File: src/hdl/rcpd_pkg.sv
// Shared types and constants for the remote command packet decoder.
package rcpd_pkg;

  localparam int unsigned PACKET_BYTES = 8;
  localparam int unsigned COUNT_W      = 4;
  localparam logic [COUNT_W-1:0] COUNT_MAX  = 4'd15;
  localparam logic [COUNT_W-1:0] COUNT_FULL = 4'(PACKET_BYTES - 1);
  localparam int unsigned QUEUE_DEPTH  = 2;

  // Register index, taken from paddr[2].
  localparam logic REG_MAX_CHANNEL = 1'b0;
  localparam logic REG_TYPE_MARKER = 1'b1;
  localparam logic [7:0] MAX_CHANNEL_RST = 8'd3;
  localparam logic [7:0] TYPE_MARKER_RST = 8'h20;

  // Opcodes (byte 4 with top bit removed).
  localparam logic [6:0] OP_SWITCH = 7'd1;
  localparam logic [6:0] OP_HUE    = 7'd2;
  localparam logic [6:0] OP_TEMP   = 7'd3;
  localparam logic [6:0] OP_LEVEL  = 7'd4;
  localparam logic [6:0] OP_MODE   = 7'd5;

  localparam logic [7:0] ARG_SPEED_DOWN  = 8'h0B;
  localparam logic [7:0] ARG_SPEED_UP    = 8'h0A;
  localparam logic [7:0] ON_GROUPS       = 8'd5;
  localparam logic [7:0] HUE_OFFSET      = 8'h5F;
  localparam logic [7:0] TEMP_OFFSET     = 8'(8'hCC - 8'd20);
  localparam logic [7:0] TEMP_FLOOR      = 8'd20;
  localparam logic [7:0] TEMP_SPAN       = 8'd200;
  localparam logic [7:0] TEMP_TOP        = 8'(TEMP_FLOOR + TEMP_SPAN);
  localparam logic [7:0] BRIGHT_THRESH   = 8'h80;
  localparam logic [7:0] BRIGHT_OFFSET   = 8'h8F;
  localparam logic [7:0] SAT_OFFSET      = 8'h0D;
  localparam logic [7:0] LEVEL_MAX       = 8'd100;
  localparam logic [7:0] HUE_FULL        = 8'hFF;

  // floor(x / 25) for x < 2**21 by reciprocal multiply.
  localparam int unsigned DIV25_SHIFT = 27;
  localparam logic [22:0] DIV25_MUL   = 23'd5368710;

  typedef enum logic [3:0] {
    CMD_NIGHT      = 4'd0,
    CMD_SPEED_DOWN = 4'd1,
    CMD_SPEED_UP   = 4'd2,
    CMD_ON         = 4'd3,
    CMD_OFF        = 4'd4,
    CMD_HUE        = 4'd5,
    CMD_TEMP       = 4'd6,
    CMD_BRIGHT     = 4'd7,
    CMD_SAT        = 4'd8,
    CMD_MODE       = 4'd9
  } cmd_t;

  // One finished packet, handed from the front end to the decoder.
  typedef struct packed {
    logic        hdr_ok;   // length, channel and type all good
    logic [15:0] remote_addr;
    logic [7:0]  opcode;   // byte 4, top bit = night flag
    logic [7:0]  arg;      // byte 5
    logic [7:0]  group;    // byte 7
  } pkt_rec_t;

  function automatic logic [16:0] div25(input logic [20:0] x);
    logic [43:0] p;
    p = 44'(x) * 44'(DIV25_MUL);
    return p[43:DIV25_SHIFT];
  endfunction

endpackage

File: src/hdl/rcpd_if.sv
// Byte input and decoded result channel interfaces.
interface rcpd_in_if;
  logic       valid;
  logic       ready;
  logic [7:0] data_byte;
  logic       last_byte;

  modport source (output valid, output data_byte, output last_byte, input ready);
  modport sink   (input valid, input data_byte, input last_byte, output ready);
endinterface

interface rcpd_out_if;
  logic        valid;
  logic        ready;
  logic        packet_ok;
  logic [15:0] remote_addr;
  logic [7:0]  group_num;
  logic [3:0]  command_code;
  logic [23:0] argument;

  modport source (output valid, output packet_ok, output remote_addr, output group_num,
                  output command_code, output argument, input ready);
  modport sink   (input valid, input packet_ok, input remote_addr, input group_num,
                  input command_code, input argument, output ready);
endinterface

File: src/hdl/rcpd_front.sv
// Front end: byte store, saturating count and header check per packet.
module rcpd_front (
  input  logic               clk,
  input  logic               rst,
  rcpd_in_if.sink            pkt,
  input  logic [7:0]         max_channel,
  input  logic [7:0]         type_marker,
  input  logic               q_full,
  output logic               q_push,
  output rcpd_pkg::pkt_rec_t q_data
);

  logic [rcpd_pkg::COUNT_W-1:0] byte_count;
  logic [7:0] store [rcpd_pkg::PACKET_BYTES];
  logic accept;

  assign pkt.ready = !q_full;
  assign accept    = pkt.valid && pkt.ready;
  assign q_push    = accept && pkt.last_byte;

  always_ff @(posedge clk) begin
    if (rst) begin
      byte_count <= '0;
    end else if (accept) begin
      if (pkt.last_byte) begin
        byte_count <= '0;
      end else if (byte_count != rcpd_pkg::COUNT_MAX) begin
        byte_count <= byte_count + 1'b1;
      end
    end
  end

  // Payload store: bytes past the packet length are dropped.
  always_ff @(posedge clk) begin
    if (accept && !byte_count[rcpd_pkg::COUNT_W-1]) begin
      store[byte_count[rcpd_pkg::COUNT_W-2:0]] <= pkt.data_byte;
    end
  end

  // Final byte arrives with the count at 7: bytes 0..6 are already held.
  always_comb begin
    q_data.hdr_ok      = (byte_count == rcpd_pkg::COUNT_FULL) &&
                         (store[0] <= max_channel) && (store[1] == type_marker);
    q_data.remote_addr = {store[2], store[3]};
    q_data.opcode      = store[4];
    q_data.arg         = store[5];
    q_data.group       = pkt.data_byte;
  end

  a_count_clear: assert property (@(posedge clk) disable iff (rst)
    q_push |=> byte_count == '0)
    else $error("byte count not cleared after final byte");

  a_count_step: assert property (@(posedge clk) disable iff (rst)
    accept && !pkt.last_byte && byte_count != rcpd_pkg::COUNT_MAX
      |=> byte_count == $past(byte_count) + 1'b1)
    else $error("byte count did not advance");

  a_count_hold: assert property (@(posedge clk) disable iff (rst)
    !accept |=> byte_count == $past(byte_count))
    else $error("byte count moved without a beat");

endmodule

File: src/hdl/rcpd_queue.sv
// Short queue of finished packets between front end and decoder.
module rcpd_queue (
  input  logic               clk,
  input  logic               rst,
  input  logic               push,
  input  rcpd_pkg::pkt_rec_t push_data,
  output logic               full,
  input  logic               pop,
  output logic               head_valid,
  output rcpd_pkg::pkt_rec_t head_data
);

  localparam int unsigned PTR_W = $clog2(rcpd_pkg::QUEUE_DEPTH);
  localparam int unsigned CNT_W = $clog2(rcpd_pkg::QUEUE_DEPTH + 1);

  rcpd_pkg::pkt_rec_t entry [rcpd_pkg::QUEUE_DEPTH];
  logic [PTR_W-1:0] wr_ptr;
  logic [PTR_W-1:0] rd_ptr;
  logic [CNT_W-1:0] fill;
  logic do_push;
  logic do_pop;

  assign full       = (fill == CNT_W'(rcpd_pkg::QUEUE_DEPTH));
  assign head_valid = (fill != '0);
  assign head_data  = entry[rd_ptr];
  assign do_push    = push && !full;
  assign do_pop     = pop && head_valid;

  always_ff @(posedge clk) begin
    if (rst) begin
      wr_ptr <= '0;
      rd_ptr <= '0;
      fill   <= '0;
    end else begin
      if (do_push) begin
        wr_ptr <= (wr_ptr == PTR_W'(rcpd_pkg::QUEUE_DEPTH - 1)) ? '0 : wr_ptr + 1'b1;
      end
      if (do_pop) begin
        rd_ptr <= (rd_ptr == PTR_W'(rcpd_pkg::QUEUE_DEPTH - 1)) ? '0 : rd_ptr + 1'b1;
      end
      if (do_push && !do_pop) begin
        fill <= fill + 1'b1;
      end else if (do_pop && !do_push) begin
        fill <= fill - 1'b1;
      end
    end
  end

  always_ff @(posedge clk) begin
    if (do_push) begin
      entry[wr_ptr] <= push_data;
    end
  end

  a_no_overflow: assert property (@(posedge clk) disable iff (rst)
    !(push && full))
    else $error("push into full queue");

  a_fill_bound: assert property (@(posedge clk) disable iff (rst)
    fill <= CNT_W'(rcpd_pkg::QUEUE_DEPTH))
    else $error("queue fill out of range");

  a_fill_up: assert property (@(posedge clk) disable iff (rst)
    do_push && !do_pop |=> fill == $past(fill) + 1'b1)
    else $error("queue fill did not rise on push");

endmodule

File: src/hdl/rcpd_back.sv
// Back end: command decode, argument scaling and result register.
module rcpd_back (
  input  logic               clk,
  input  logic               rst,
  input  logic               head_valid,
  input  rcpd_pkg::pkt_rec_t head_data,
  output logic               pop,
  rcpd_out_if.source         res
);

  logic        ok;
  logic [15:0] rid;
  logic [7:0]  grp;
  rcpd_pkg::cmd_t code;
  logic [23:0] arg_q;
  logic [7:0]  a;
  logic [6:0]  op;
  logic [7:0]  hue_n;
  logic [7:0]  temp_t;
  logic [7:0]  temp_v;
  logic [7:0]  lvl_d;
  logic [7:0]  lvl;
  logic [20:0] div_x;
  logic        use_div;
  logic [16:0] div_q;

  assign a  = head_data.arg;
  assign op = head_data.opcode[6:0];
  assign hue_n  = a - rcpd_pkg::HUE_OFFSET;
  assign temp_t = a - rcpd_pkg::TEMP_OFFSET;
  assign div_q  = rcpd_pkg::div25(div_x);

  always_comb begin
    ok      = head_data.hdr_ok;
    rid     = head_data.remote_addr;
    grp     = head_data.group;
    code    = rcpd_pkg::CMD_NIGHT;
    arg_q   = '0;
    div_x   = '0;
    use_div = 1'b0;
    temp_v  = '0;
    lvl_d   = '0;
    lvl     = '0;
    case (op)
      rcpd_pkg::OP_SWITCH: begin
        if (head_data.opcode[7]) begin
          code = rcpd_pkg::CMD_NIGHT;
        end else if (a == rcpd_pkg::ARG_SPEED_DOWN) begin
          code = rcpd_pkg::CMD_SPEED_DOWN;
        end else if (a == rcpd_pkg::ARG_SPEED_UP) begin
          code = rcpd_pkg::CMD_SPEED_UP;
        end else if (a < rcpd_pkg::ON_GROUPS) begin
          code = rcpd_pkg::CMD_ON;
          grp  = a;
        end else begin
          code = rcpd_pkg::CMD_OFF;
          grp  = a - rcpd_pkg::ON_GROUPS;
        end
      end
      rcpd_pkg::OP_HUE: begin
        // n * 65536 / 255 = 257n, plus one when n is 255
        code  = rcpd_pkg::CMD_HUE;
        arg_q = {8'd0, hue_n, hue_n} + 24'(hue_n == rcpd_pkg::HUE_FULL);
      end
      rcpd_pkg::OP_TEMP: begin
        code = rcpd_pkg::CMD_TEMP;
        if (temp_t < rcpd_pkg::TEMP_FLOOR) begin
          temp_v = '0;
        end else if (temp_t > rcpd_pkg::TEMP_TOP) begin
          temp_v = rcpd_pkg::TEMP_SPAN;
        end else begin
          temp_v = temp_t - rcpd_pkg::TEMP_FLOOR;
        end
        // (200 - v) * 65536 / 200 = (200 - v) * 8192 / 25
        div_x   = {rcpd_pkg::TEMP_SPAN - temp_v, 13'd0};
        use_div = 1'b1;
      end
      rcpd_pkg::OP_LEVEL: begin
        if (a >= rcpd_pkg::BRIGHT_THRESH) begin
          code = rcpd_pkg::CMD_BRIGHT;
          lvl_d = (a < rcpd_pkg::BRIGHT_OFFSET) ? 8'd0 : a - rcpd_pkg::BRIGHT_OFFSET;
        end else begin
          code = rcpd_pkg::CMD_SAT;
          lvl_d = (a < rcpd_pkg::SAT_OFFSET) ? 8'd0 : a - rcpd_pkg::SAT_OFFSET;
        end
        lvl = (lvl_d > rcpd_pkg::LEVEL_MAX) ? rcpd_pkg::LEVEL_MAX : lvl_d;
        // lvl * 65536 / 100 = lvl * 16384 / 25
        div_x   = {lvl[6:0], 14'd0};
        use_div = 1'b1;
      end
      rcpd_pkg::OP_MODE: begin
        code  = rcpd_pkg::CMD_MODE;
        arg_q = {a, 16'd0};
      end
      default: begin
        ok  = 1'b0;
      end
    endcase
    if (use_div) begin
      arg_q = 24'(div_q);
    end
    if (!ok) begin
      rid   = '0;
      grp   = '0;
      code  = rcpd_pkg::CMD_NIGHT;
      arg_q = '0;
    end
  end

  assign pop = head_valid && (!res.valid || res.ready);

  always_ff @(posedge clk) begin
    if (rst) begin
      res.valid <= 1'b0;
    end else if (pop) begin
      res.valid <= 1'b1;
    end else if (res.ready) begin
      res.valid <= 1'b0;
    end
  end

  always_ff @(posedge clk) begin
    if (pop) begin
      res.packet_ok    <= ok;
      res.remote_addr  <= rid;
      res.group_num    <= grp;
      res.command_code <= code;
      res.argument     <= arg_q;
    end
  end

  a_reject_zero: assert property (@(posedge clk) disable iff (rst)
    res.valid && !res.packet_ok |-> res.remote_addr == '0 && res.group_num == '0 &&
      res.command_code == '0 && res.argument == '0)
    else $error("rejected result carries non-zero fields");

  a_code_range: assert property (@(posedge clk) disable iff (rst)
    res.valid |-> res.command_code <= rcpd_pkg::CMD_MODE)
    else $error("command code out of range");

  a_pop_loads: assert property (@(posedge clk) disable iff (rst)
    pop |=> res.valid)
    else $error("popped packet not shown as a result");

  a_arg_bound: assert property (@(posedge clk) disable iff (rst)
    res.valid && res.command_code != rcpd_pkg::CMD_MODE |-> res.argument <= 24'h010000)
    else $error("fractional argument above one");

endmodule

File: src/hdl/remote_command_packet_decoder.sv
// Top level of the remote command packet decoder with its APB register port.
// Throughput: one byte beat per cycle while the packet queue is not full, with no
// gaps between packets. A finished packet is written into the packet queue, then
// loaded into the result register in the decoder once that register is free.
// The two-entry packet queue lets the byte side run while a result waits.
// Reset (rst, synchronous): byte count, queue and result valid cleared,
// max_channel to 3 and type_marker to 0x20.
module remote_command_packet_decoder (
  input  logic        clk,
  input  logic        rst,
  rcpd_in_if.sink     pkt,
  rcpd_out_if.source  res,
  input  logic        psel,
  input  logic        penable,
  input  logic        pwrite,
  input  logic [2:0]  paddr,
  input  logic [31:0] pwdata,
  output logic [31:0] prdata,
  output logic        pready
);

  logic [7:0] max_channel;
  logic [7:0] type_marker;
  logic       q_push;
  logic       q_full;
  logic       q_pop;
  logic       q_valid;
  rcpd_pkg::pkt_rec_t q_in;
  rcpd_pkg::pkt_rec_t q_head;

  assign pready = 1'b1;

  always_ff @(posedge clk) begin
    if (rst) begin
      max_channel <= rcpd_pkg::MAX_CHANNEL_RST;
      type_marker <= rcpd_pkg::TYPE_MARKER_RST;
    end else if (psel && penable && pwrite && pready) begin
      if (paddr[2] == rcpd_pkg::REG_TYPE_MARKER) begin
        type_marker <= pwdata[7:0];
      end else begin
        max_channel <= pwdata[7:0];
      end
    end
  end

  assign prdata = (paddr[2] == rcpd_pkg::REG_TYPE_MARKER) ? {24'd0, type_marker}
                                                          : {24'd0, max_channel};

  rcpd_front u_front (
    .clk         (clk),
    .rst         (rst),
    .pkt         (pkt),
    .max_channel (max_channel),
    .type_marker (type_marker),
    .q_full      (q_full),
    .q_push      (q_push),
    .q_data      (q_in)
  );

  rcpd_queue u_queue (
    .clk        (clk),
    .rst        (rst),
    .push       (q_push),
    .push_data  (q_in),
    .full       (q_full),
    .pop        (q_pop),
    .head_valid (q_valid),
    .head_data  (q_head)
  );

  rcpd_back u_back (
    .clk        (clk),
    .rst        (rst),
    .head_valid (q_valid),
    .head_data  (q_head),
    .pop        (q_pop),
    .res        (res)
  );

endmodule

File: src/flat_wrapper.sv
// flat-port wrapper written by rule: the top's interface ports become plain ports
module remote_command_packet_decoder_flat 
  (clk, rst, psel, penable, pwrite, paddr, pwdata, prdata, pready, pkt_valid, pkt_data_byte, pkt_last_byte, pkt_ready, res_valid, res_packet_ok, res_remote_addr, res_group_num, res_command_code, res_argument, res_ready);
  rcpd_in_if pkt_i ();
  rcpd_out_if res_i ();
  input  logic clk;
  input  logic rst;
  input  logic psel;
  input  logic penable;
  input  logic pwrite;
  input  logic [2:0] paddr;
  input  logic [31:0] pwdata;
  output logic [31:0] prdata;
  output logic pready;
  input wire logic [$bits(pkt_i.valid)-1:0] pkt_valid;
  input wire logic [$bits(pkt_i.data_byte)-1:0] pkt_data_byte;
  input wire logic [$bits(pkt_i.last_byte)-1:0] pkt_last_byte;
  output wire logic [$bits(pkt_i.ready)-1:0] pkt_ready;
  output wire logic [$bits(res_i.valid)-1:0] res_valid;
  output wire logic [$bits(res_i.packet_ok)-1:0] res_packet_ok;
  output wire logic [$bits(res_i.remote_addr)-1:0] res_remote_addr;
  output wire logic [$bits(res_i.group_num)-1:0] res_group_num;
  output wire logic [$bits(res_i.command_code)-1:0] res_command_code;
  output wire logic [$bits(res_i.argument)-1:0] res_argument;
  input wire logic [$bits(res_i.ready)-1:0] res_ready;
  assign pkt_i.valid = pkt_valid;
  assign pkt_i.data_byte = pkt_data_byte;
  assign pkt_i.last_byte = pkt_last_byte;
  assign pkt_ready = pkt_i.ready;
  assign res_valid = res_i.valid;
  assign res_packet_ok = res_i.packet_ok;
  assign res_remote_addr = res_i.remote_addr;
  assign res_group_num = res_i.group_num;
  assign res_command_code = res_i.command_code;
  assign res_argument = res_i.argument;
  assign res_i.ready = res_ready;
  remote_command_packet_decoder u_core (.clk(clk), .rst(rst), .pkt(pkt_i), .res(res_i), .psel(psel), .penable(penable), .pwrite(pwrite), .paddr(paddr), .pwdata(pwdata), .prdata(prdata), .pready(pready));
endmodule
File: config.mk
export PLATFORM = sky130hd
export DESIGN_NAME = remote_command_packet_decoder_flat
export DESIGN_NICKNAME = d
export VERILOG_FILES = /design/src/hdl/rcpd_pkg.sv /design/src/hdl/rcpd_if.sv /design/src/hdl/rcpd_front.sv /design/src/hdl/rcpd_queue.sv /design/src/hdl/rcpd_back.sv /design/src/hdl/remote_command_packet_decoder.sv /design/src/flat_wrapper.sv
export SDC_FILE = /design/constraint.sdc
export NUM_CORES = 1
export LEC_CHECK = 0
export ABC_CLOCK_PERIOD_IN_PS = 7750
export BUFFER_PORTS_ARGS = -buffer_cell sky130_fd_sc_hd__buf_4
export CORE_AREA = 2 2 173 175
export DETAILED_ROUTE_END_ITERATION = 12
export DIE_AREA = 0 0 175 177
export GPL_ROUTABILITY_DRIVEN = 0
export PLACE_DENSITY_LB_ADDON = 0.3
export SLEW_MARGIN = 20
export SYNTH_ARGS = -nofsm -noshare
export SYNTH_HDL_FRONTEND = slang
export SYNTH_SLANG_ARGS = --single-unit
File: constraint.sdc
create_clock -name clk -period 7.75 [get_ports clk]
set_input_delay 0.775 -clock clk [delete_from_list [all_inputs] [get_ports clk]]
set_output_delay 0.775 -clock clk [all_outputs]
set_load 0.02 [all_outputs]
==> qor.csv, run 1 <==
stage;metric;value;unit
status;status;completed;
timing;clock period minus worst slack;7.60;ns
cells_and_area;Ant. Diodes;0;
job;total of max-cap violations;0;
setup_path;Crit path top cell by count;ha_4;
hold_path;worst min-delay path category;reg -> reg;
logic_synthesis;leading area contributor after synthesis;edfxtp_1;
clock_tree;CTS Buffer Depth;3;
floorplan;die width;175;microns
detailed_routing;Via density;5.10;
setup_path;Crit Path Max Fanout;7;
timing;Finish-stage setup viols;0;
cells_and_area;fin nets;1568;
power;Comb pwr share;39.0;%
timing;Tcrit/Tclk final;98.1;%
power;clock power share;24.7;%
detailed_routing;drt total wl;28900;microns
global_route;number of global-route vias before repair;8648;
global_route;antenna violations before repair;0;
hold_path;Worst Hold Launch;u_core.u_front.store[3][4];
power;sw frac;33.5;%
logic_synthesis;Post-Syn Area;12900;sq um
setup_path;CP arrival;7.87;ns
global_route;largest net degree at the start of global routing;55;
cells_and_area;fin area;16300;sq um
detailed_routing;via count;8804;
timing;Worst Max-Slew Pin Slew;1.04;ns
logic_synthesis;Post-synth EDFFs;183;
floorplan;Initial Util;44.3;%
power;Power per Cell Area;253;nW/um^2
setup_path;reg-to-reg endpoint;u_core.u_back.res.argument[11];
logic_synthesis;Cells after Synth;1097;
setup_path;CP Class;reg -> reg;
power;Flop pwr share;36.3;%
timing;Slew HR;30.7;%
setup_path;Slowest-stage cell, CP;fa_1;
clock_tree;clock root buffer;clkbuf_16;
power;worst-case vdd ir drop;0.173;mV
logic_synthesis;leading post-synthesis cells by cell area;edfxtp_1, ha_1, fa_1;
global_route;Remaining Overflow, GRT;0;
place;Post-DP Area;14800;sq um
setup_path;reg2reg setup slack;0.15;ns
global_route;Total GRT Usage;18.2;%
cells_and_area;Synth-to-Final Area Change;26.2;%
floorplan;die area;31000;sq um
timing;max-slew violation count;0;
clock_tree;clock-pin slew on the worst setup and hold paths;0.06;ns
setup_path;max incr delay on CP;0.55;ns
floorplan;Die Ht;177;microns
hold_path;Hold EP;u_core.u_queue.entry[0][28];
logic_synthesis;yosys warns;0;
clock_tree;hold_buf cts;0;
setup_path;Buf/Inv on CP;5;
detailed_routing;drt pass-1 iters;5;
global_route;first-pass GRT wire length;44500;microns
logic_synthesis;Avg Inst Size Synth;11.8;sq um
detailed_routing;DRC Markers;0;
logic_synthesis;Netlist cell types;84;
clock_tree;Num CTS Buffers;22;
floorplan;Row Count;63;
logic_synthesis;fraction of registers with async set/reset;0;%
clock_tree;CTS tree;yes;
logic_synthesis;FF+latch count, synth;209;
clock_tree;Skew-Pair Late Insertion Delay;0.51;ns
timing;Peak Freq;0.132;GHz
setup_path;delay-heaviest family, CP;adder cells;
logic_synthesis;Synth Flop Type;edfxtp_1;
timing;Clock Skews;0.00947;ns
floorplan;Placeable Area;29200;sq um
setup_path;CP required;8.01;ns
logic_synthesis;share of the synthesized area in the top cell type;42.4;%
hold_path;hold depth;0;
setup_path;FF-to-FF path depth;30;
cells_and_area;fraction of layout cells with a size suffix above 1;29.2;%
place;PortBufs;87;
timing;Hold Vio Cnt, Final;0;
power;Static Leak;6.97;nW
detailed_routing;post-route antenna net violation count;0;
detailed_routing;routed length per placed instance;16.8;microns
floorplan;IO Count;139;
logic_synthesis;sequential-to-total area share from yosys stat;46.5;%
setup_path;crit end category;flip-flop;
clock_tree;TritonCTS Sinks;209;
detailed_routing;DRT iter0 DRCs;549;
timing;Setup TNS;0;ns
power;P_int;2.75;mW
setup_path;Setup crit start kind;flip-flop;
place;Post-DP HPWL;21200;microns
power;P_sw;1.39;mW
timing;WHS;0.441;ns
clock_tree;H-Tree Level Count;1;
-- placed cells by master (no fill, tap or decap), drive strengths merged, types with 5 or more instances in the layout --
cell type / synthesis / layout
a211oi: 15 / 15
a21o: 5 / 5
a21oi: 48 / 48
a22oi: 6 / 6
a31oi: 11 / 11
buf: 36 / 227
clkbuf: 15 / 30
clkinv: 0 / 7
conb: 2 / 25
dfxtp: 26 / 26
edfxtp: 183 / 183
fa: 36 / 36
ha: 160 / 160
inv: 90 / 92
mux2: 8 / 8
mux2i: 38 / 38
nand2: 71 / 71
nand2b: 12 / 12
nand3: 13 / 13
nand4: 7 / 7
nor2: 87 / 87
nor2b: 13 / 13
nor3: 19 / 19
o21a: 5 / 5
o21ai: 45 / 45
o22ai: 9 / 9
or3: 9 / 9
xnor2: 44 / 44
xor2: 11 / 11
-- kinds of logic after synthesis --
logic type                 Yosys count  synth area share [%]
adders and majority gates          196                  21.0
xor gates and xnor gates            55                  3.72
other                                2                0.0580
DFF                                209                  46.5
buffers and inverters              141                  5.21
muxes                               46                  3.87
AOI/OAI and AO/OA                  184                  9.46
and+or+nand+nor                    264                  10.2
-- repair_timing --
| item | 4_1_cts | 5_1_grt |
|---|---|---|
| setup buffers | 7 | 19 |
| pin swaps | 3 | 49 |
| gates cloned | 0 | 1 |
| endpoints found under the setup margin | 14 | 15 |
| gates resized for setup | 18 | 83 |
-- per-stage QoR --
stage | total power [mW] | cells | setup WS (ns) | util (%)
floorplan | 2.42 | 1120 | -0.0446 | -
global placement | 2.94 | 1660 | -0.219 | 50.7
detailed placement | 2.96 | 1660 | -0.269 | 50.7
CTS | 4.02 | 1707 | 0.00354 | 53.7
global route | 4.35 | 1727 | -0.101 | 55.9
finish | 4.14 | 1727 | 0.148 | 55.9
-- area by class of cell --
class,instances,area [sq um]
Timing Repair Buffer,228,1770
Fill cell,2355,12900
Inverter,90,343
Tap cell,390,488
Sequential cell,209,6020
Clock inverter,11,136
Clock buffer,29,577
Multi-Input combinational cell,770,7010
-- flip-flops by register name, indices dropped and copies added (netlist names), named ones only --
signal and cells:
u_core.u_back.res.valid 1, u_core.u_front.store 48, u_core.u_back.res.argument 24, u_core.u_queue.wr_ptr 1, u_core.u_queue.entry 82, u_core.u_back.res.command_code 4
u_core.u_front.byte_count 4, u_core.max_channel 8, u_core.u_back.res.remote_addr 16, u_core.u_back.res.packet_ok 1, u_core.u_queue.fill 2, u_core.u_queue.rd_ptr 1
u_core.type_marker 8, u_core.u_back.res.group_num 8
-- worst max path at each step --
stage	startpoint	to	slack (ns)	cells after the start
after floorplan	flip-flop	u_core.u_back.res.argument[9]	-0.04	35
after global placement	flip-flop	u_core.u_back.res.argument[9]	-0.22	29
after detailed placement	flip-flop	u_core.u_back.res.argument[9]	-0.27	30
after CTS	flip-flop	u_core.u_back.res.argument[9]	0.004	29
after global routing	flip-flop	u_core.u_back.res.argument[11]	-0.10	32
final	flip-flop	u_core.u_back.res.argument[11]	0.15	30
-- power by group through the flow --
stage,clock network (mW),logic (mW),registers [mW]
after global routing,1.10,1.73,1.52
after detailed placement,0,1.43,1.53
after floorplan,0,0.744,1.68
final,1.02,1.62,1.50
after CTS,1.04,1.47,1.51
after global placement,0,1.42,1.52
-- cells in the mapped netlist (all sizes together) (5+ instances only) --
cell,count
nor2b,13
mux2i,38
o21a,5
nand2b,12
a211oi,15
a21oi,48
nor2,87
mux2,8
inv,90
o22ai,9
nand2,71
clkbuf,15
o21ai,45
a22oi,6
xnor2,44
nand4,7
a21o,5
buf,36
xor2,11
nor3,19
dfxtp,26
ha,160
nand3,13
fa,36
or3,9
edfxtp,183
a31oi,11
-- worst register-to-register path: cells and delay by family, from the launching register on --
family / cells / cell delay [ns]
adders and majority gates: 9 / 3.25
DFF: 1 / 0.40
muxes: 2 / 0.56
and+or+nand+nor: 3 / 0.76
buffers and inverters: 5 / 0.52
AOI/OAI and AO/OA: 10 / 1.74
xor gates and xnor gates: 1 / 0.12
-- metal layers --
layer	routed length (microns)	up-vias	GRT usage [%]	part of all wire [%]
li1	-	4348	-	-
met1	13100	4187	24.1	45
met2	13900	222	31.4	48
met3	1180	47	2.43	4.1
met4	784	0	5.03	2.7
met5	0	-	0	0
No activity file was read; power rests on OpenSTA's default activity.
==> run 2, diff against run 1 <==
CORE_AREA = 2 2 175 177   (was 2 2 173 175)
DIE_AREA = 0 0 177 179   (was 0 0 175 177)
SYNTH_HIERARCHICAL = 1   (was default)
==> run 2 against run 1 <==
Against the previous run:
- sequential share of layout area is 1.4 points higher
- cell count is 2.5% lower
- core utilization is 3.5 points lower
- critical endpoint is now u_core/u_back/res.argument[12]
- clock-buffer cell count is 3 lower
- power is 0.46% higher
- fmax is 0.68% higher
- clock power is 14% lower
- synthesized cell count is 2.2% higher
- register-to-register slack better by 0.05 ns
==> qor.csv, run 2 <==
stage;metric;value;unit;change
setup_path;Crit path top cell by count;ha_1;;
logic_synthesis;main combinational cell family by area after synthesis;adder cells;;
clock_tree;clock-pin slew on the worst setup and hold paths;0.06;ns;about the same
detailed_routing;DRC Markers;0;;unchanged
logic_synthesis;Post-Synth Simple-Gate Area;10.8;%;+0.56 points
timing;max-slew violation count;0;;unchanged
global_route;met3 usage;1.89;%;-0.54 points
logic_synthesis;Compound-Gate Fraction of Synth Area;7.83;%;-1.6 points
hold_path;worst min-delay path category;reg -> reg;;
setup_path;crit end category;flip-flop;;
cells_and_area;Most flops, register;u_core/u_queue/entry;;
detailed_routing;DRT iter0 DRCs;610;;+11%
global_route;number of global-route vias before repair;8475;;-2.0%
setup_path;Slowest-stage cell, CP;fa_2;;
global_route;Total GRT Usage;17.5;%;-0.72 points
timing;Peak Freq;0.132;GHz;+0.68%
setup_path;CP Class;reg -> reg;;
logic_synthesis;Cells after Synth;1121;;+2.2%
setup_path;Crit Path Max Fanout;6;;-1
logic_synthesis;Netlist cell types;78;;-7.1%
hold_path;Worst Hold Launch;u_core/u_front/store[2][4];;
cells_and_area;Multi-input gate area;6910;sq um;-1.5%
detailed_routing;post-route antenna net violation count;0;;unchanged
logic_synthesis;Post-synth top cells;edfxtp_1, ha_1, inv_1;;
floorplan;die area;31700;sq um;+2.3%
clock_tree;Num CTS Buffers;20;;-9.1%
place;Post-DP HPWL;21100;microns;-0.59%
place;Post-DP Area;14800;sq um;about the same
logic_synthesis;mux share of post-synthesis cell area;5.83;%;+2.0 points
global_route;Remaining Overflow, GRT;0;;unchanged
global_route;antenna violations before repair;0;;unchanged
logic_synthesis;Post-synth EDFFs;183;;unchanged
logic_synthesis;sequential-to-total area share from yosys stat;45.3;%;-1.2 points
logic_synthesis;FF+latch count, synth;209;;unchanged
timing;Finish-stage setup viols;0;;unchanged
global_route;GR Util met2;29.9;%;-1.5 points
logic_synthesis;Synth Flop Type;edfxtp_1;;
power;total power;4.16;mW;+0.46%
logic_synthesis;most common cell in the synthesized netlist;edfxtp_1;;
global_route;first-pass GRT wire length;43900;microns;-1.4%
cells_and_area;fin nets;1519;;-3.1%
setup_path;Setup crit start kind;flip-flop;;
timing;Clock Skews;0.0101;ns;+0.000663 ns
power;Static Leak;6.86;nW;-1.6%
setup_path;FF-to-FF path depth;32;;+6.7%
floorplan;Placeable Area;30000;sq um;+2.7%
cells_and_area;Ant. Diodes;0;;unchanged
cells_and_area;highest-count cells in the layout ignoring fill and taps;edfxtp_1, buf_4, ha_1;;
logic_synthesis;Synth Area in Adders;20.4;%;-0.62 points
logic_synthesis;Post-Syn Area;13300;sq um;+2.6%
setup_path;CP required;8.10;ns;+0.09 ns
floorplan;Die Ht;179;microns;+1.1%
detailed_routing;routed length per placed instance;16.5;microns;-1.8%
detailed_routing;via count;8754;;-0.57%
place;pre-CTS setup slack;-0.0949;ns;+0.174 ns
floorplan;IO Count;139;;unchanged
place;PortBufs;87;;unchanged
logic_synthesis;XOR/XNOR share of the synthesized area;3.69;%;-0.027 points
timing;RSZ-0062 raised after global routing;true;;
clock_tree;CTS tree;yes;;
job;total of max-cap violations;0;;unchanged
clock_tree;hold_buf cts;0;;unchanged
timing;Setup TNS;0;ns;unchanged
setup_path;reg2reg setup slack;0.20;ns;+0.05 ns
logic_synthesis;leading area contributor after synthesis;edfxtp_1;;
logic_synthesis;Avg Inst Size Synth;11.8;sq um;+0.36%
timing;clock period minus worst slack;7.55;ns;-0.0510 ns
detailed_routing;Via density;5.20;;+2.0%
detailed_routing;drt total wl;27700;microns;-4.3%
logic_synthesis;share of the synthesized area in the top cell type;41.4;%;-1.1 points
clock_tree;clock root buffer;clkbuf_16;;
cells_and_area;Layout fillers;2586;;+9.8%
cells_and_area;fin area;15700;sq um;-3.7%
logic_synthesis;fraction of registers with async set/reset;0;%;unchanged
cells_and_area;Largest regs;u_core/u_queue/entry: 82 flops, u_core/u_front/store: 48 flops, u_core/u_back/res.argument: 24 flops;;
cells_and_area;commonest non-fill, non-tap cell in the layout;edfxtp_1;;
clock_tree;CTS Buffer Depth;3;;unchanged
timing;Hold Vio Cnt, Final;0;;unchanged
clock_tree;H-Tree Level Count;1;;unchanged
hold_path;hold depth;0;;unchanged
logic_synthesis;leading post-synthesis cells by cell area;edfxtp_1, ha_1, fa_1;;
hold_path;Hold EP;u_core/u_queue/entry[0][36];;
global_route;gr busiest metal;met2;;
cells_and_area;non-filler cells, final;1683;;-2.5%
clock_tree;Skew-Pair Late Insertion Delay;0.50;ns;about the same
cells_and_area;FF+latch area;6020;sq um;unchanged
floorplan;Initial Util;44.2;%;-0.057 points
floorplan;Row Count;64;;+1.6%
setup_path;max incr delay on CP;0.54;ns;about the same
global_route;GR Util met1;24.2;%;+0.13 points
power;worst-case vdd ir drop;0.369;mV;+110%
clock_tree;TritonCTS Sinks;209;;unchanged
cells_and_area;fraction of layout cells with a size suffix above 1;25.2;%;-4.1 points
timing;fin worst setup slack;0.199;ns;+0.0510 ns
detailed_routing;drt pass-1 iters;5;;unchanged
timing;Tcrit/Tclk final;97.4;%;-0.66 points
place;cell count after placement;1643;;-1.0%
timing;Slew HR;30.2;%;-0.55 points
cells_and_area;Synth-to-Final Area Change;18.5;%;
logic_synthesis;yosys warns;6;;+6
floorplan;die width;177;microns;+1.1%
power;Power per Cell Area;264;nW/um^2;+4.3%
setup_path;reg-to-reg endpoint;u_core/u_back/res.argument[12];;
timing;Worst Max-Slew Pin Slew;1.05;ns;+0.00821 ns
status;status;completed;;
cells_and_area;max reg flops;82;;unchanged
setup_path;CP arrival;7.91;ns;+0.04 ns
global_route;largest net degree at the start of global routing;55;;unchanged
[run 2: cell types whose count changed in the layout (fill, tap and decap cells not counted), moves of 9 or more]
cell      previous run  this run
nand2_1             65        46
and2_1               3        24
mux2_2               5        44
mux2i_1             30        19
nand2b_1            10        28
inv_1               81        95
buf_4              222       171
ha_1               133       146
ha_4                22        11
nor3_1              11        20
nor2_1              86        55
[run 2: kinds of logic after synthesis]
kind of cell | Yosys count
AND/OR/NAND/NOR | 264
flip-flops | 209
adder cells (fa/ha/maj) | 195
multiplexers | 71
AO/OA/AOI/OAI | 156
XOR/XNOR | 56
buffers and inverters | 168
other | 2
[run 2: final cells by class]
type,count,area share (%)
inverters,100,2.40
clock buffers,26,3.39
well taps,396,3.15
clock inverters,10,0.405
repair buffers,175,8.50
multi-input cells,767,43.9
flip-flops and latches,209,38.2
[run 2: power by group]
| part | internal (mW) | leakage, nW | switching [mW] | total, mW |
|---|---|---|---|---|
| Sequential | 1.48 | 1.91 | 0.0650 | 1.54 |
| Clock | 0.489 | 0.291 | 0.392 | 0.882 |
| Combinational | 0.739 | 4.66 | 0.998 | 1.74 |
| Total | 2.70 | 6.86 | 1.46 | 4.16 |
[run 2: worst max-delay path: cells and delay by family, from the launching register on]
family | cells | cell delay [ns]
mux | 2 | 0.63
buf+inv | 5 | 0.38
flops | 1 | 0.39
fa+ha+maj | 10 | 3.34
compound gates | 9 | 2.02
simple gates | 6 | 0.65
[run 2: through the flow]
| step | util [%] | hold slack (ns) |
|---|---|---|
| final | 52.4 | 0.442 |
| after global routing | 52.4 | 0.449 |
| after CTS | 51.5 | 0.443 |
| after detailed placement | 49.4 | 0.431 |
| after global placement | 49.4 | 0.422 |
| after floorplan | - | 0.421 |
[run 2: routing by layer]
| layer | up-vias | share of wire (%) |
|---|---|---|
| li1 | 4294 | - |
| met4 | 0 | 1.5 |
| met1 | 4214 | 46 |
| met5 | - | 0 |
| met3 | 35 | 4.3 |
| met2 | 211 | 48 |
[run 2: worst max path at each step]
| stage | from | slack (ns) | endpoint |
|---|---|---|---|
| floorplan | flip-flop | 0.03 | u_core/u_back/res.argument[12] |
| global placement | flip-flop | -0.06 | u_core/u_back/res.argument[10] |
| detailed placement | flip-flop | -0.09 | u_core/u_back/res.argument[10] |
| CTS | flip-flop | 0.005 | u_core/u_back/res.argument[11] |
| global route | flip-flop | -0.09 | u_core/u_back/res.argument[12] |
| finish | flip-flop | 0.20 | u_core/u_back/res.argument[12] |
[run 2: what timing repair did]
action / in CTS / in global routing
pin swaps: 6 / 29
hold endpoints to repair: 0 / 0
resized for setup: 7 / 47
setup endpoints to repair: 9 / 16
setup buffers: 1 / 3
==> run 3, diff against run 2 <==
ABC_AREA = 1   (was default)
ABC_CLOCK_PERIOD_IN_PS = 7000   (was 7750)
CORE_AREA = 2 2 180 182   (was 2 2 175 177)
DIE_AREA = 0 0 182 184   (was 0 0 177 179)
clock period = 7 ns   (was 7.75 ns; I/O delays follow)
==> run 3 against run 2 <==
Against the previous run:
- cell area up 13%
- fmax up 11%
- area after synthesis increased by 5.5%
- cell count grew 24%
- register-to-register slack hardly changed
- clock-buffer cell count is 1 lower
- first-iteration DRC count shrank 7.2%
- critical path depth up 1
- core utilization rose by 4.1 points
- combinational power is 26% higher
- clock skew is essentially flat
==> qor.csv, run 3 <==
stage;metric;value;unit;change
setup_path;Setup crit start kind;flip-flop;;
timing;Hold Vio Cnt, Final;0;;unchanged
status;status;completed;;
clock_tree;CTS Buffer Depth;3;;unchanged
logic_synthesis;Netlist cell types;50;;-36%
floorplan;Die Ht;184;microns;+2.8%
power;Flop pwr share;34.0;%;-3.1 points
place;cell count after placement;2019;;+23%
timing;Tcrit/Tclk final;97.4;%;about the same
cells_and_area;highest-count cells in the layout ignoring fill and taps;nand2_1, buf_4, inv_1;;
floorplan;die area;33500;sq um;+5.7%
logic_synthesis;Cells after Synth;1438;;+28%
logic_synthesis;most common cell in the synthesized netlist;nand2_1;;
place;Post-DP HPWL;23900;microns;+13%
clock_tree;Num CTS Buffers;21;;+5.0%
global_route;first-pass GRT wire length;50600;microns;+15%
logic_synthesis;Avg Inst Size Synth;9.74;sq um;-18%
logic_synthesis;fraction of registers with async set/reset;0;%;unchanged
cells_and_area;commonest non-fill, non-tap cell in the layout;nand2_1;;
setup_path;FF-to-FF path depth;33;;+3.1%
clock_tree;clock root buffer;clkbuf_16;;
logic_synthesis;share of the synthesized area in the top cell type;39.2;%;-2.2 points
logic_synthesis;FF+latch count, synth;209;;unchanged
logic_synthesis;sequential-to-total area share from yosys stat;42.9;%;-2.4 points
cells_and_area;max reg flops;82;;unchanged
setup_path;reg2reg setup slack;0.18;ns;about the same
power;Comb pwr share;43.8;%;+2.0 points
setup_path;CP Class;reg -> reg;;
power;total power;5.03;mW;+21%
detailed_routing;post-route antenna net violation count;0;;unchanged
clock_tree;H-Tree Level Count;1;;unchanged
global_route;Remaining Overflow, GRT;0;;unchanged
timing;Finish-stage setup viols;0;;unchanged
hold_path;Worst Hold Launch;rst;;
logic_synthesis;Post-synth top cells;nand2_1, inv_1, edfxtp_1;;
detailed_routing;DRC Markers;0;;unchanged
logic_synthesis;yosys warns;6;;unchanged
detailed_routing;drt total wl;32700;microns;+18%
setup_path;Crit Path Max Fanout;6;;unchanged
timing;Clock Skews;0.0102;ns;+0.0000608 ns
setup_path;Crit path top cell by count;ha_4;;
job;total of max-cap violations;0;;unchanged
setup_path;reg-to-reg endpoint;u_core/u_back/res.argument[1];;
global_route;met3 usage;2.32;%;+0.43 points
logic_synthesis;leading area contributor after synthesis;edfxtp_1;;
detailed_routing;drt pass-1 iters;5;;unchanged
floorplan;Row Count;65;;+1.6%
clock_tree;CTS tree;yes;;
clock_tree;Skew-Pair Late Insertion Delay;0.51;ns;about the same
power;P_int;3.24;mW;+20%
setup_path;max incr delay on CP;0.62;ns;+0.08 ns
floorplan;Placeable Area;31400;sq um;+4.5%
setup_path;crit end category;flip-flop;;
global_route;largest net degree at the start of global routing;57;;+3.6%
global_route;GR Util met2;32.8;%;+2.9 points
power;clock power share;22.2;%;+1.0 points
clock_tree;clock-pin slew on the worst setup and hold paths;0.06;ns;about the same
hold_path;Hold EP;u_core/u_front/byte_count[1];;
timing;max-slew violation count;0;;unchanged
logic_synthesis;Post-synth EDFFs;183;;unchanged
clock_tree;TritonCTS Sinks;209;;unchanged
timing;Worst Max-Slew Pin Slew;1.13;ns;+0.0852 ns
timing;Slew HR;23.8;%;-6.4 points
floorplan;IO Count;139;;unchanged
cells_and_area;fin nets;1908;;+26%
setup_path;Slowest-stage cell, CP;fa_2;;
timing;fin worst setup slack;0.185;ns;-0.0139 ns
hold_path;hold depth;2;;+2
power;Static Leak;8.08;nW;+18%
cells_and_area;non-filler cells, final;2079;;+24%
hold_path;worst min-delay path category;in -> reg;;
timing;clock period minus worst slack;6.82;ns;-0.736 ns
timing;Peak Freq;0.147;GHz;+11%
power;worst-case vdd ir drop;0.269;mV;-27%
cells_and_area;Most flops, register;u_core/u_queue/entry;;
cells_and_area;Synth-to-Final Area Change;26.6;%;
power;sw frac;35.5;%;+0.48 points
floorplan;Initial Util;44.6;%;+0.41 points
detailed_routing;routed length per placed instance;15.7;microns;-4.5%
detailed_routing;DRT iter0 DRCs;566;;-7.2%
timing;RSZ-0062 raised after global routing;true;;
setup_path;CP required;7.23;ns;-0.87 ns
global_route;antenna violations before repair;0;;unchanged
logic_synthesis;Synth Flop Type;edfxtp_1;;
global_route;Total GRT Usage;18.9;%;+1.4 points
power;Power per Cell Area;283;nW/um^2;+7.2%
logic_synthesis;Post-Syn Area;14000;sq um;+5.5%
place;pre-CTS setup slack;-0.205;ns;-0.110 ns
cells_and_area;fraction of layout cells with a size suffix above 1;30.2;%;+5.0 points
detailed_routing;Via density;5.04;;-3.1%
cells_and_area;Largest regs;u_core/u_queue/entry: 82 flops, u_core/u_front/store: 48 flops, u_core/u_back/res.argument: 24 flops;;
setup_path;CP arrival;7.04;ns;-0.87 ns
floorplan;die width;182;microns;+2.8%
global_route;gr busiest metal;met2;;
power;P_sw;1.78;mW;+22%
global_route;GR Util met1;24.7;%;+0.51 points
timing;Setup TNS;0;ns;unchanged
logic_synthesis;leading post-synthesis cells by cell area;edfxtp_1, ha_1, nand2_1;;
place;PortBufs;87;;unchanged
detailed_routing;via count;10500;;+20%
global_route;number of global-route vias before repair;10300;;+22%
cells_and_area;Ant. Diodes;0;;unchanged
-- run 3: changes by cell type after synthesis, moves of 20 or more --
cell,change
nand2b_1,-28
nand2_1,+227
nand3_1,+78
mux2_4,+40
inv_1,+102
a21oi_1,+27
mux2i_1,-20
and2_1,-21
nor2_1,+69
xnor2_1,-34
mux2_2,-47
-- run 3: metrics by stage --
stage	cell area (sq um)	utilization [%]	hold slack (ns)
2_1_floorplan	14300	-	0.421
3_3_place_gp	16000	51.0	0.422
3_5_place_dp	16000	51.0	0.429
4_1_cts	16900	53.7	0.379
5_1_grt	17700	56.5	0.391
6_report	17700	56.5	0.394
-- run 3: cell type report --
| cell class | instances | area [sq um] |
|---|---|---|
| Clock buffer | 25 | 541 |
| Tap cell | 402 | 503 |
| Clock inverter | 13 | 141 |
| Sequential cell | 209 | 6020 |
| Fill cell | 2635 | 13700 |
| Multi-Input combinational cell | 981 | 7920 |
| Inverter | 213 | 817 |
| Timing Repair Buffer | 236 | 1790 |
-- run 3: worst max-delay path by stage --
| stage | to | slack (ns) |
|---|---|---|
| after floorplan | u_core/u_back/res.argument[12] | 0.03 |
| after global placement | u_core/u_back/res.argument[8] | -0.12 |
| after detailed placement | u_core/u_back/res.argument[8] | -0.21 |
| after CTS | u_core/u_back/res.argument[13] | -0.005 |
| after global routing | u_core/u_back/res.argument[13] | -0.11 |
| final | u_core/u_back/res.argument[1] | 0.18 |
-- run 3: logic make-up after synthesis --
| logic type | after synthesis | share of synthesized area [%] |
|---|---|---|
| buf+inv | 272 | 9.14 |
| other cells | 2 | 0.0536 |
| simple gates | 574 | 17.9 |
| compound gates | 129 | 5.21 |
| xor+xnor | 16 | 1.05 |
| flops | 209 | 42.9 |
| fa+ha+maj | 195 | 19.3 |
| mux | 41 | 4.37 |
-- run 3: power groups by stage --
stage | clock, mW | combinational [mW] | sequential, mW
after floorplan | 0 | 1.11 | 1.93
after global placement | 0 | 1.97 | 1.73
after detailed placement | 0 | 2.00 | 1.74
after CTS | 1.14 | 2.05 | 1.71
after global routing | 1.19 | 2.39 | 1.74
final | 1.11 | 2.20 | 1.71
-- run 3: worst max-delay path: cells and delay by family (launching register included) --
kind | cells | cell delay (ns)
AO/OA/AOI/OAI | 3 | 0.57
adder cells (fa/ha/maj) | 10 | 3.48
buffers and inverters | 5 | 0.42
flip-flops | 1 | 0.40
multiplexers | 1 | 0.35
AND/OR/NAND/NOR | 14 | 1.30
-- run 3: repair_timing --
action	4_1_cts	5_1_grt
buffers inserted	6	15
hold buffers	0	0
cloned	0	1
endpoints found under the setup margin	17	17
pin swaps	9	52
resized for setup	24	158
-- run 3: metal layers --
metal / vias up / routed length (microns)
met4: 0 / 963
li1: 5205 / -
met5: - / 0
met3: 71 / 1380
met2: 261 / 15800
met1: 4944 / 14500
